File: config.mk
export PLATFORM = sky130hd
export DESIGN_NAME = median_of_sample_set_flat
export DESIGN_NICKNAME = d
export VERILOG_FILES = /design/src/rtl/core/mos_pkg.sv /design/src/rtl/core/mos_chan_if.sv /design/src/rtl/core/mos_ctrl.sv /design/src/rtl/core/mos_datapath.sv /design/src/rtl/core/median_of_sample_set.sv /design/src/flat_wrapper.sv
export SDC_FILE = /design/constraint.sdc
export NUM_CORES = 2
export LEC_CHECK = 0
export BUFFER_PORTS_ARGS = -buffer_cell sky130_fd_sc_hd__clkbuf_2
export CORE_MARGIN = 8
export CORE_UTILIZATION = 35
export CTS_BUF_LIST = sky130_fd_sc_hd__clkbuf_16
export DETAILED_ROUTE_END_ITERATION = 12
export HOLD_SLACK_MARGIN = 0.15
export MAX_ROUTING_LAYER = met4
export PLACE_DENSITY = 0.48
export SKIP_CTS_REPAIR_TIMING = 1
export SYNTH_ARGS = -nofsm -noshare
export SYNTH_HDL_FRONTEND = slang
export SYNTH_SLANG_ARGS = --single-unit
File: constraint.sdc
create_clock -name clock -period 14.3 [get_ports clock]
set_clock_uncertainty 0.05 [all_clocks]
set_input_delay 2.86 -clock clock [delete_from_list [all_inputs] [get_ports clock]]
set_output_delay 2.86 -clock clock [all_outputs]
set_load 0.05 [all_outputs]
File: src/rtl/core/mos_pkg.sv
// shared types and constants for the median-of-sample-set block
// no dependencies; imported by the channel interfaces and every module
`default_nettype none

package mos_pkg;

   // default configuration
   localparam int MAX_SAMPLES_DEF = 64;
   localparam int SAMPLE_BITS_DEF = 32;

   // request opcodes (code 3 is unused and ignored)
   typedef enum logic [1:0] {
      OP_ADD        = 2'd0,
      OP_ADD_FINISH = 2'd1,
      OP_FINISH     = 2'd2
   } op_type;

   // read address source of the sample store
   typedef enum logic [1:0] {
      RD_POS_PREV = 2'd0,
      RD_MID_LO   = 2'd1,
      RD_MID_HI   = 2'd2
   } rd_sel_type;

   // how the result is formed
   typedef enum logic [1:0] {
      RSP_EMPTY = 2'd0,
      RSP_ODD   = 2'd1,
      RSP_EVEN  = 2'd2
   } rsp_mode_type;

   // controller states
   typedef enum logic [2:0] {
      ST_IDLE,
      ST_INS_CHK,
      ST_INS_CMP,
      ST_MED_START,
      ST_MED_LO,
      ST_MED_ODD,
      ST_MED_EVEN,
      ST_MED_EMPTY
   } ctrl_state_type;

   // commands from controller to datapath
   typedef struct packed {
      logic         load;
      logic         drop;
      logic         rd_en;
      rd_sel_type   rd_sel;
      logic         wr_shift;
      logic         wr_new;
      logic         cap_lo;
      logic         rsp_load;
      rsp_mode_type rsp_mode;
   } dp_cmd_type;

   // status from datapath to controller
   typedef struct packed {
      logic full;
      logic pos_zero;
      logic less;
      logic count_zero;
      logic count_odd;
      logic rsp_free;
   } dp_status_type;

endpackage

`default_nettype wire

File: src/rtl/core/mos_chan_if.sv
// request and response channel interfaces for the median-of-sample-set block
// depends on mos_pkg for default widths
`default_nettype none

interface mos_req_if
   import mos_pkg::*;
#(
   parameter int SAMPLE_BITS = SAMPLE_BITS_DEF
) ();
   logic                          valid;
   logic                          ready;
   logic [1:0]                    opcode;
   logic signed [SAMPLE_BITS-1:0] sample;

   modport source (output valid, output opcode, output sample, input ready);
   modport sink   (input valid, input opcode, input sample, output ready);
endinterface

interface mos_rsp_if
   import mos_pkg::*;
#(
   parameter int SAMPLE_BITS = SAMPLE_BITS_DEF
) ();
   logic                          valid;
   logic                          ready;
   logic                          found;
   logic signed [SAMPLE_BITS-1:0] median;
   logic                          overflowed;

   modport source (output valid, output found, output median, output overflowed,
                   input ready);
   modport sink   (input valid, input found, input median, input overflowed,
                   output ready);
endinterface

`default_nettype wire

File: src/rtl/core/mos_ctrl.sv
// controller state machine: sequences insertion, median read-out and result load
// depends on mos_pkg for state, command and status types
`default_nettype none

module mos_ctrl
   import mos_pkg::*;
(
   input  wire logic          clock,
   input  wire logic          reset,
   input  wire logic          in_valid,
   input  wire logic [1:0]    in_opcode,
   input  wire dp_status_type status,
   output logic               in_ready,
   output dp_cmd_type         cmd
);

   ctrl_state_type state_ff, state_in;
   logic           finish_ff, finish_in;

   // state register
   always_ff @(posedge clock) begin
      if (reset) begin
         state_ff  <= ST_IDLE;
         finish_ff <= 1'b0;
      end else begin
         state_ff  <= state_in;
         finish_ff <= finish_in;
      end
   end

   // next state and commands
   always_comb begin
      state_in  = state_ff;
      finish_in = finish_ff;
      in_ready  = 1'b0;
      cmd       = '0;
      unique case (state_ff)
         ST_IDLE: begin
            in_ready = 1'b1;
            if (in_valid) begin
               unique case (op_type'(in_opcode))
                  OP_ADD, OP_ADD_FINISH: begin
                     cmd.load  = 1'b1;
                     finish_in = (op_type'(in_opcode) == OP_ADD_FINISH);
                     if (status.full) begin
                        cmd.drop = 1'b1;
                        state_in = (op_type'(in_opcode) == OP_ADD_FINISH) ?
                                   ST_MED_START : ST_IDLE;
                     end else begin
                        state_in = ST_INS_CHK;
                     end
                  end
                  OP_FINISH: begin
                     state_in = ST_MED_START;
                  end
                  default: begin
                     state_in = ST_IDLE;
                  end
               endcase
            end
         end
         // bottom reached: place the sample, else fetch the entry below
         ST_INS_CHK: begin
            if (status.pos_zero) begin
               cmd.wr_new = 1'b1;
               state_in   = finish_ff ? ST_MED_START : ST_IDLE;
            end else begin
               cmd.rd_en  = 1'b1;
               cmd.rd_sel = RD_POS_PREV;
               state_in   = ST_INS_CMP;
            end
         end
         // larger entry moves up one place, otherwise the sample lands here
         ST_INS_CMP: begin
            if (status.less) begin
               cmd.wr_shift = 1'b1;
               state_in     = ST_INS_CHK;
            end else begin
               cmd.wr_new = 1'b1;
               state_in   = finish_ff ? ST_MED_START : ST_IDLE;
            end
         end
         ST_MED_START: begin
            if (status.count_zero) begin
               state_in = ST_MED_EMPTY;
            end else if (status.count_odd) begin
               cmd.rd_en  = 1'b1;
               cmd.rd_sel = RD_MID_HI;
               state_in   = ST_MED_ODD;
            end else begin
               cmd.rd_en  = 1'b1;
               cmd.rd_sel = RD_MID_LO;
               state_in   = ST_MED_LO;
            end
         end
         ST_MED_LO: begin
            cmd.cap_lo = 1'b1;
            cmd.rd_en  = 1'b1;
            cmd.rd_sel = RD_MID_HI;
            state_in   = ST_MED_EVEN;
         end
         // wait for the output slot, then load the result
         ST_MED_ODD: begin
            if (status.rsp_free) begin
               cmd.rsp_load = 1'b1;
               cmd.rsp_mode = RSP_ODD;
               state_in     = ST_IDLE;
            end
         end
         ST_MED_EVEN: begin
            if (status.rsp_free) begin
               cmd.rsp_load = 1'b1;
               cmd.rsp_mode = RSP_EVEN;
               state_in     = ST_IDLE;
            end
         end
         ST_MED_EMPTY: begin
            if (status.rsp_free) begin
               cmd.rsp_load = 1'b1;
               cmd.rsp_mode = RSP_EMPTY;
               state_in     = ST_IDLE;
            end
         end
         default: begin
            state_in = ST_IDLE;
         end
      endcase
   end

endmodule

`default_nettype wire

File: src/rtl/core/mos_datapath.sv
// datapath: sorted sample store, insertion pointer, median arithmetic, result register
// depends on mos_pkg for command and status types
`default_nettype none

module mos_datapath
   import mos_pkg::*;
#(
   parameter int MAX_SAMPLES = MAX_SAMPLES_DEF,
   parameter int SAMPLE_BITS = SAMPLE_BITS_DEF
) (
   input  wire logic                          clock,
   input  wire logic                          reset,
   input  wire dp_cmd_type                    cmd,
   output dp_status_type                      status,
   input  wire logic signed [SAMPLE_BITS-1:0] in_sample,
   input  wire logic                          rsp_ready,
   output logic                               rsp_valid,
   output logic                               rsp_found,
   output logic signed [SAMPLE_BITS-1:0]      rsp_median,
   output logic                               rsp_overflowed
);

   localparam int CW = $clog2(MAX_SAMPLES + 1);
   localparam int AW = (MAX_SAMPLES > 1) ? $clog2(MAX_SAMPLES) : 1;
   localparam logic [CW-1:0] MAX_COUNT = CW'(MAX_SAMPLES);
   localparam logic [CW-1:0] ONE       = CW'(1);

   // sample store, ascending order
   logic signed [SAMPLE_BITS-1:0] store_mem [MAX_SAMPLES];

   logic [CW-1:0]                 count_ff, count_in;
   logic                          ovf_ff, ovf_in;
   logic [CW-1:0]                 pos_ff, pos_in;
   logic signed [SAMPLE_BITS-1:0] new_ff, new_in;
   logic signed [SAMPLE_BITS-1:0] rd_data_ff;
   logic signed [SAMPLE_BITS-1:0] lo_ff, lo_in;
   logic                          rsp_valid_ff, rsp_valid_in;
   logic                          rsp_found_ff, rsp_found_in;
   logic signed [SAMPLE_BITS-1:0] rsp_median_ff, rsp_median_in;
   logic                          rsp_ovf_ff, rsp_ovf_in;

   logic [CW-1:0]                 pos_prev, mid_hi, mid_lo;
   logic [AW-1:0]                 rd_addr;
   logic                          wr_en;
   logic signed [SAMPLE_BITS-1:0] wr_data;
   logic signed [SAMPLE_BITS-1:0] avg_xor, avg;

   // store addresses
   always_comb begin
      pos_prev = pos_ff - ONE;
      mid_hi   = count_ff >> 1;
      mid_lo   = mid_hi - ONE;
      unique case (cmd.rd_sel)
         RD_POS_PREV: rd_addr = pos_prev[AW-1:0];
         RD_MID_LO:   rd_addr = mid_lo[AW-1:0];
         RD_MID_HI:   rd_addr = mid_hi[AW-1:0];
         default:     rd_addr = pos_prev[AW-1:0];
      endcase
      wr_en   = cmd.wr_shift | cmd.wr_new;
      wr_data = cmd.wr_shift ? rd_data_ff : new_ff;
   end

   // store write and registered read
   always_ff @(posedge clock) begin
      if (wr_en) begin
         store_mem[pos_ff[AW-1:0]] <= wr_data;
      end
      if (cmd.rd_en) begin
         rd_data_ff <= store_mem[rd_addr];
      end
   end

   // floor average of the two middle values without a wider sum
   always_comb begin
      avg_xor = lo_ff ^ rd_data_ff;
      avg     = (lo_ff & rd_data_ff) + (avg_xor >>> 1);
   end

   // set bookkeeping and result register next values
   always_comb begin
      count_in      = count_ff;
      ovf_in        = ovf_ff;
      pos_in        = pos_ff;
      new_in        = new_ff;
      lo_in         = lo_ff;
      rsp_valid_in  = rsp_valid_ff;
      rsp_found_in  = rsp_found_ff;
      rsp_median_in = rsp_median_ff;
      rsp_ovf_in    = rsp_ovf_ff;

      if (cmd.load) begin
         new_in = in_sample;
         pos_in = count_ff;
      end
      if (cmd.drop) begin
         ovf_in = 1'b1;
      end
      if (cmd.wr_shift) begin
         pos_in = pos_prev;
      end
      if (cmd.wr_new) begin
         count_in = count_ff + ONE;
      end
      if (cmd.cap_lo) begin
         lo_in = rd_data_ff;
      end

      if (cmd.rsp_load) begin
         rsp_valid_in = 1'b1;
         rsp_ovf_in   = ovf_ff;
         unique case (cmd.rsp_mode)
            RSP_ODD: begin
               rsp_found_in  = 1'b1;
               rsp_median_in = rd_data_ff;
            end
            RSP_EVEN: begin
               rsp_found_in  = 1'b1;
               rsp_median_in = avg;
            end
            default: begin
               rsp_found_in  = 1'b0;
               rsp_median_in = '0;
            end
         endcase
         count_in = '0;
         ovf_in   = 1'b0;
      end else if (rsp_ready) begin
         rsp_valid_in = 1'b0;
      end
   end

   // control registers
   always_ff @(posedge clock) begin
      if (reset) begin
         count_ff     <= '0;
         ovf_ff       <= 1'b0;
         rsp_valid_ff <= 1'b0;
      end else begin
         count_ff     <= count_in;
         ovf_ff       <= ovf_in;
         rsp_valid_ff <= rsp_valid_in;
      end
   end

   // payload registers
   always_ff @(posedge clock) begin
      pos_ff        <= pos_in;
      new_ff        <= new_in;
      lo_ff         <= lo_in;
      rsp_found_ff  <= rsp_found_in;
      rsp_median_ff <= rsp_median_in;
      rsp_ovf_ff    <= rsp_ovf_in;
   end

   // status to the controller
   always_comb begin
      status.full       = (count_ff == MAX_COUNT);
      status.pos_zero   = (pos_ff == '0);
      status.less       = (new_ff < rd_data_ff);
      status.count_zero = (count_ff == '0);
      status.count_odd  = count_ff[0];
      status.rsp_free   = ~rsp_valid_ff | rsp_ready;
   end

   assign rsp_valid      = rsp_valid_ff;
   assign rsp_found      = rsp_found_ff;
   assign rsp_median     = rsp_median_ff;
   assign rsp_overflowed = rsp_ovf_ff;

endmodule

`default_nettype wire

File: src/rtl/core/median_of_sample_set.sv
// Median of a sample set. Signed fixed-point samples arrive on the request
// channel (opcode add, add and finish, finish) and are kept in ascending order
// in a single-port-style store of MAX_SAMPLES entries; each finish returns one
// response with a found flag, the median (floor average of the two middle
// values for an even count) and an overflow flag for samples dropped once the
// store was full. The store gives one registered read and one write per
// cycle. An add walks down from the top of the set: it reads the entry below
// its place and moves it up one place if it is larger, else writes the sample;
// at the bottom it writes the sample. A sample that meets a full store is
// dropped. A finish reads the middle entry for an odd count, or the lower
// then the upper middle entry for an even one, and then waits for the output
// slot to load the response. Responses sit in an output register, so adds are
// taken while a response waits; a finish holds until that register is free.
// No clearing pass is needed after reset. Opcode 3 is accepted and ignored.
// depends on mos_pkg, mos_chan_if, mos_ctrl and mos_datapath
`default_nettype none

module median_of_sample_set
   import mos_pkg::*;
#(
   parameter int MAX_SAMPLES = MAX_SAMPLES_DEF,
   parameter int SAMPLE_BITS = SAMPLE_BITS_DEF
) (
   input  wire logic clock,
   input  wire logic reset,
   mos_req_if.sink   req_ch,
   mos_rsp_if.source rsp_ch
);

   dp_cmd_type    cmd;
   dp_status_type status;
   logic          in_ready;

   // controller
   mos_ctrl u_ctrl (
      .clock     (clock),
      .reset     (reset),
      .in_valid  (req_ch.valid),
      .in_opcode (req_ch.opcode),
      .status    (status),
      .in_ready  (in_ready),
      .cmd       (cmd)
   );

   // datapath
   mos_datapath #(
      .MAX_SAMPLES (MAX_SAMPLES),
      .SAMPLE_BITS (SAMPLE_BITS)
   ) u_datapath (
      .clock          (clock),
      .reset          (reset),
      .cmd            (cmd),
      .status         (status),
      .in_sample      (req_ch.sample),
      .rsp_ready      (rsp_ch.ready),
      .rsp_valid      (rsp_ch.valid),
      .rsp_found      (rsp_ch.found),
      .rsp_median     (rsp_ch.median),
      .rsp_overflowed (rsp_ch.overflowed)
   );

   assign req_ch.ready = in_ready;

   // a response is only loaded into a free output slot
   a_rsp_slot_free: assert property (@(posedge clock) disable iff (reset)
      cmd.rsp_load |-> status.rsp_free)
      else $error("response loaded over a pending transfer");

   // a loaded response is presented in the next cycle
   a_rsp_presented: assert property (@(posedge clock) disable iff (reset)
      cmd.rsp_load |=> rsp_ch.valid)
      else $error("loaded response not presented");

   // shifting never runs past the bottom of the store
   a_shift_bound: assert property (@(posedge clock) disable iff (reset)
      cmd.wr_shift |-> !status.pos_zero)
      else $error("shift below the first entry");

   // a sample is only placed while the store has room
   a_place_room: assert property (@(posedge clock) disable iff (reset)
      cmd.wr_new |-> !status.full)
      else $error("sample placed into a full store");

endmodule

`default_nettype wire

File: src/flat_wrapper.sv
// flat-port wrapper written by rule: the top's interface ports become plain ports
module median_of_sample_set_flat import mos_pkg::*;
#(
   parameter int MAX_SAMPLES = MAX_SAMPLES_DEF,
   parameter int SAMPLE_BITS = SAMPLE_BITS_DEF
)
  (clock, reset, req_ch_valid, req_ch_opcode, req_ch_sample, req_ch_ready, rsp_ch_valid, rsp_ch_found, rsp_ch_median, rsp_ch_overflowed, rsp_ch_ready);
  mos_req_if #(.SAMPLE_BITS(SAMPLE_BITS)) req_ch_i ();
  mos_rsp_if #(.SAMPLE_BITS(SAMPLE_BITS)) rsp_ch_i ();
  input  wire logic clock;
  input  wire logic reset;
  input wire logic [$bits(req_ch_i.valid)-1:0] req_ch_valid;
  input wire logic [$bits(req_ch_i.opcode)-1:0] req_ch_opcode;
  input wire logic [$bits(req_ch_i.sample)-1:0] req_ch_sample;
  output wire logic [$bits(req_ch_i.ready)-1:0] req_ch_ready;
  output wire logic [$bits(rsp_ch_i.valid)-1:0] rsp_ch_valid;
  output wire logic [$bits(rsp_ch_i.found)-1:0] rsp_ch_found;
  output wire logic [$bits(rsp_ch_i.median)-1:0] rsp_ch_median;
  output wire logic [$bits(rsp_ch_i.overflowed)-1:0] rsp_ch_overflowed;
  input wire logic [$bits(rsp_ch_i.ready)-1:0] rsp_ch_ready;
  assign req_ch_i.valid = req_ch_valid;
  assign req_ch_i.opcode = req_ch_opcode;
  assign req_ch_i.sample = req_ch_sample;
  assign req_ch_ready = req_ch_i.ready;
  assign rsp_ch_valid = rsp_ch_i.valid;
  assign rsp_ch_found = rsp_ch_i.found;
  assign rsp_ch_median = rsp_ch_i.median;
  assign rsp_ch_overflowed = rsp_ch_i.overflowed;
  assign rsp_ch_i.ready = rsp_ch_ready;
  median_of_sample_set #(.MAX_SAMPLES(MAX_SAMPLES), .SAMPLE_BITS(SAMPLE_BITS)) u_core (.clock(clock), .reset(reset), .req_ch(req_ch_i), .rsp_ch(rsp_ch_i));
endmodule
==> impl_metrics.py <==
metrics = {
    "worst_setup_path": {
        "rr_startpoint": "u_core.u_datapath.count_ff[2]",
        "end_kind": "flip-flop",
        "path_max_fanout": 79,
        "worstPathCellList": "nor4_4 -> nand2_1 -> or2_2 -> and3_1 -> ha_1 -> a221oi_1 -> a21oi_4 -> buf_12 -> buf_4 -> buf_4 -> mux4_2 -> nand2_1 -> a21oi_1 -> o311ai_1 -> nor2_1",
        "path_class": "flip-flop to flip-flop",
        "worstPathRequired_ns": 14.83,
        "cp_slowest_cell": "o311ai_1",
        "crit_buf_inv": 3,
        "critPathArrivalTime_ns": 7.44,
        "critical_path.top_delay_family": "buffers and inverters",
        "startpoint": "u_core.u_datapath.count_ff[2]",
        "cpPeakStageDelay_ns": 0.87,
        "cp-start-kind": "flip-flop",
    },
    "synth": {
        "yosysSeqAreaShare_pct": 75.6,
        "syn_area_mm2": 0.0871,
        "synth_nets": 4687,
        "yosysMostFrequentCell": "edfxtp_1",
        "synth_top_cells_by_count": "2,185 x edfxtp_1, 591 x nand2_1, 512 x mux4_2, 178 x a21oi_1, 146 x nand3_1",
        "ys_top_cells_by_area": "edfxtp_1 75%, mux4_2 13%, nand2_1 2.5%",
        "synth-main-ff-cell": "edfxtp_1",
        "synth_top_area_share_pct": 75.3,
        "async_reset_ff_share_pct": 0,
        "yosys.area.top_type": "edfxtp_1",
        "synth-edff-count": 2185,
        "syn_inst": 4546,
        "ys_types": 67,
        "ys_ff_latch": 2198,
        "ys_warn_count": 0,
        "avgSynthCellArea_um2": 19.2,
    },
    "global_route": {
        "grt_pass1_vias": 45500,
        "gr-total-overflow": 0,
        "antenna_found_initial": 13,
        "grt_pass1_wl_mm": 371,
        "grt_max_degree": 95,
        "grtUsageTotal_pct": 20.4,
    },
    "min_path": {
        "hp-class": "flip-flop to flip-flop",
        "min_from": "u_core.u_datapath.ovf_ff",
    },
    "cells_and_area": {
        "syn2layout_area_growth_pct": 14.7,
        "drive_gt1_share_pct": 23.7,
        "stdcell_count": 8288,
        "final_nets": 4912,
    },
    "sta": {
        "period_share_pct": 48.3,
        "hold_violations": 0,
        "fin_crit_ns": 6.91,
        "tns_ns": 0,
        "slew-limit-headroom_pct": 9.00,
        "finalSetupViolCount": 0,
        "final-max-slew-violation-count": 0,
        "rsz0062_at_grt": "no",
        "tightest_slew_ns": 1.35,
        "max_clock_freq_mhz": 145,
    },
    "detailed_routing": {
        "wl_met3_mm": 17.5,
        "drtAntennaViolNets": 0,
        "drt-met1-wl_mm": 113,
        "drc": 0,
        "via_per_inst": 5.47,
        "num_vias": 45300,
        "dr_wl_met2_mm": 131,
        "dr.max_layer_used": "met4",
        "drt_iter0_drc": 4637,
        "firstDrtPassIters": 5,
        "wl_per_cell_um": 32.3,
        "wirelength_mm": 268,
    },
    "placement": {
        "port_buffers": 73,
        "place_congestion": 0.811,
        "dp.cells": 7875,
        "dpl.hpwl_mm": 149,
    },
    "clocking": {
        "cts_sinks": 2198,
        "numCtsBuffers": 224,
        "tritoncts": "built",
        "h-tree-depth": 4,
        "cts.clk_slew.worst_paths_ns": 0.06,
        "clk_latency_ns": 0.87,
        "root_buffer": "clkbuf_16",
        "clockBufferDepth": 3,
    },
    "power_and_ir_drop": {
        "cellPowerDensity_mw_per_mm2": 246,
        "p_leak_nw": 31.8,
        "max-vdd-ir-drop_mv": 0.327,
    },
    "floorplanning": {
        "dieWidth_um": 515,
        "die_h_um": 515,
        "design.core.area_mm2": 0.248,
        "dieArea_mm2": 0.265,
        "pin_count": 74,
        "rows": 183,
        "start_util_pct": 35.1,
    },
    "run": {
        "cap_violations": 0,
    },
    "status": {
        "outcome": "finished, final reports clean",
    },
}
power breakdown:
group | switching, mW | internal, mW | leakage, nW
Sequential | 0.317 | 8.28 | 19.8
Clock | 2.51 | 3.07 | 3.58
Combinational | 6.78 | 3.59 | 8.41
final cells by class:
| class | count | area [um^2] |
|---|---|---|
| inverter | 58 | 218 |
| fill | 22100 | 148000 |
| clock inverter | 183 | 1270 |
| clock buffer | 227 | 5680 |
| tap | 3330 | 4170 |
| antenna | 3 | 7.51 |
| sequential | 2198 | 65900 |
| timing repair buffer | 235 | 1680 |
| multi-input combinational | 2054 | 21000 |
per-stage QoR:
step | power [mW] | hold WS, ns | worst slack (ns) | cell area [um^2] | util [%]
2_1_floorplan | 15.0 | 0.359 | 8.76 | 87100 | -
3_3_place_gp | 19.2 | 0.368 | 6.55 | 92800 | 37.4
3_5_place_dp | 19.3 | 0.373 | 7.27 | 92900 | 37.5
4_1_cts | 24.9 | 0.388 | 7.26 | 99900 | 40.3
5_1_grt | 25.6 | 0.410 | 6.84 | 99900 | 40.3
6_report | 24.5 | 0.384 | 7.39 | 99900 | 40.3
per-layer routing:
| layer | up-vias | track usage [%] |
|---|---|---|
| met1 | 24600 | 27.2 |
| met4 | 0 | 4.94 |
| met5 | - | - |
| met3 | 319 | 3.34 |
| li1 | 18800 | - |
| met2 | 1584 | 33.0 |
layout by cell type (no fill, tap or decap), types with 7 or more instances in the layout:
master,instances
buf_4,153
clkinv_1,61
mux4_2,512
clkbuf_2,73
o311ai_1,49
a22oi_1,12
clkinv_2,33
o21ai_4,33
nand3_1,144
a21o_1,12
nor2_4,65
a211oi_1,10
clkbuf_16,227
dfxtp_1,13
buf_12,7
nand2_1,591
xnor2_1,23
o21ai_0,57
or3_1,10
a21oi_1,176
o311ai_2,9
clkinvlp_4,10
a31oi_1,11
xor2_1,15
nand2b_1,12
inv_1,110
bufinv_16,11
nand4_1,10
nor3_1,18
nor2_1,77
ha_1,102
edfxtp_1,2185
mux2i_1,9
nor2b_1,7
sequential cells by signal (all words and copies together), names as in the netlist:
name	cells
u_core.u_datapath.rd_data_ff	32
u_core.u_datapath.new_ff	32
u_core.u_datapath.count_ff	7
u_core.u_datapath.rsp_found	1
u_core.u_datapath.pos_ff	7
u_core.u_ctrl.state_ff	3
u_core.u_ctrl.finish_ff	1
u_core.u_datapath.lo_ff	32
u_core.u_datapath.store_mem	2048
u_core.u_datapath.rsp_median	32
u_core.u_datapath.rsp_valid	1
u_core.u_datapath.rsp_overflowed	1
u_core.u_datapath.ovf_ff	1
path summary, 6_finish.rpt:
kind                                      endpoint  slack (ns)  cells after the start
setup / recovery  u_core.u_datapath.rd_data_ff[24]        7.39                     15
hold reg to reg   u_core.u_datapath.rsp_overflowed        0.38                      0
setup reg to reg  u_core.u_datapath.rd_data_ff[24]        7.39                     15
hold / removal    u_core.u_datapath.rsp_overflowed        0.38                      0
worst register-to-register path, stage by stage (launching register included):
cell	delay, ns
dfxtp_1	0.42
nor4_4	0.41
nand2_1	0.11
or2_2	0.30
and3_1	0.21
ha_1	0.78
a221oi_1	0.18
a21oi_4	0.19
buf_12	0.54
buf_4	0.80
buf_4	0.77
mux4_2	0.65
nand2_1	0.08
a21oi_1	0.13
o311ai_1	0.87
nor2_1	0.13
cells by family after synthesis:
kind of cell,share of synthesized area (%)
DFF,75.6
AOI/OAI and AO/OA,2.98
xor gates and xnor gates,0.382
adders and majority gates,1.49
and+or+nand+nor,4.68
muxes,13.4
buffers and inverters,1.45
Power figures use the tool's default switching activity.
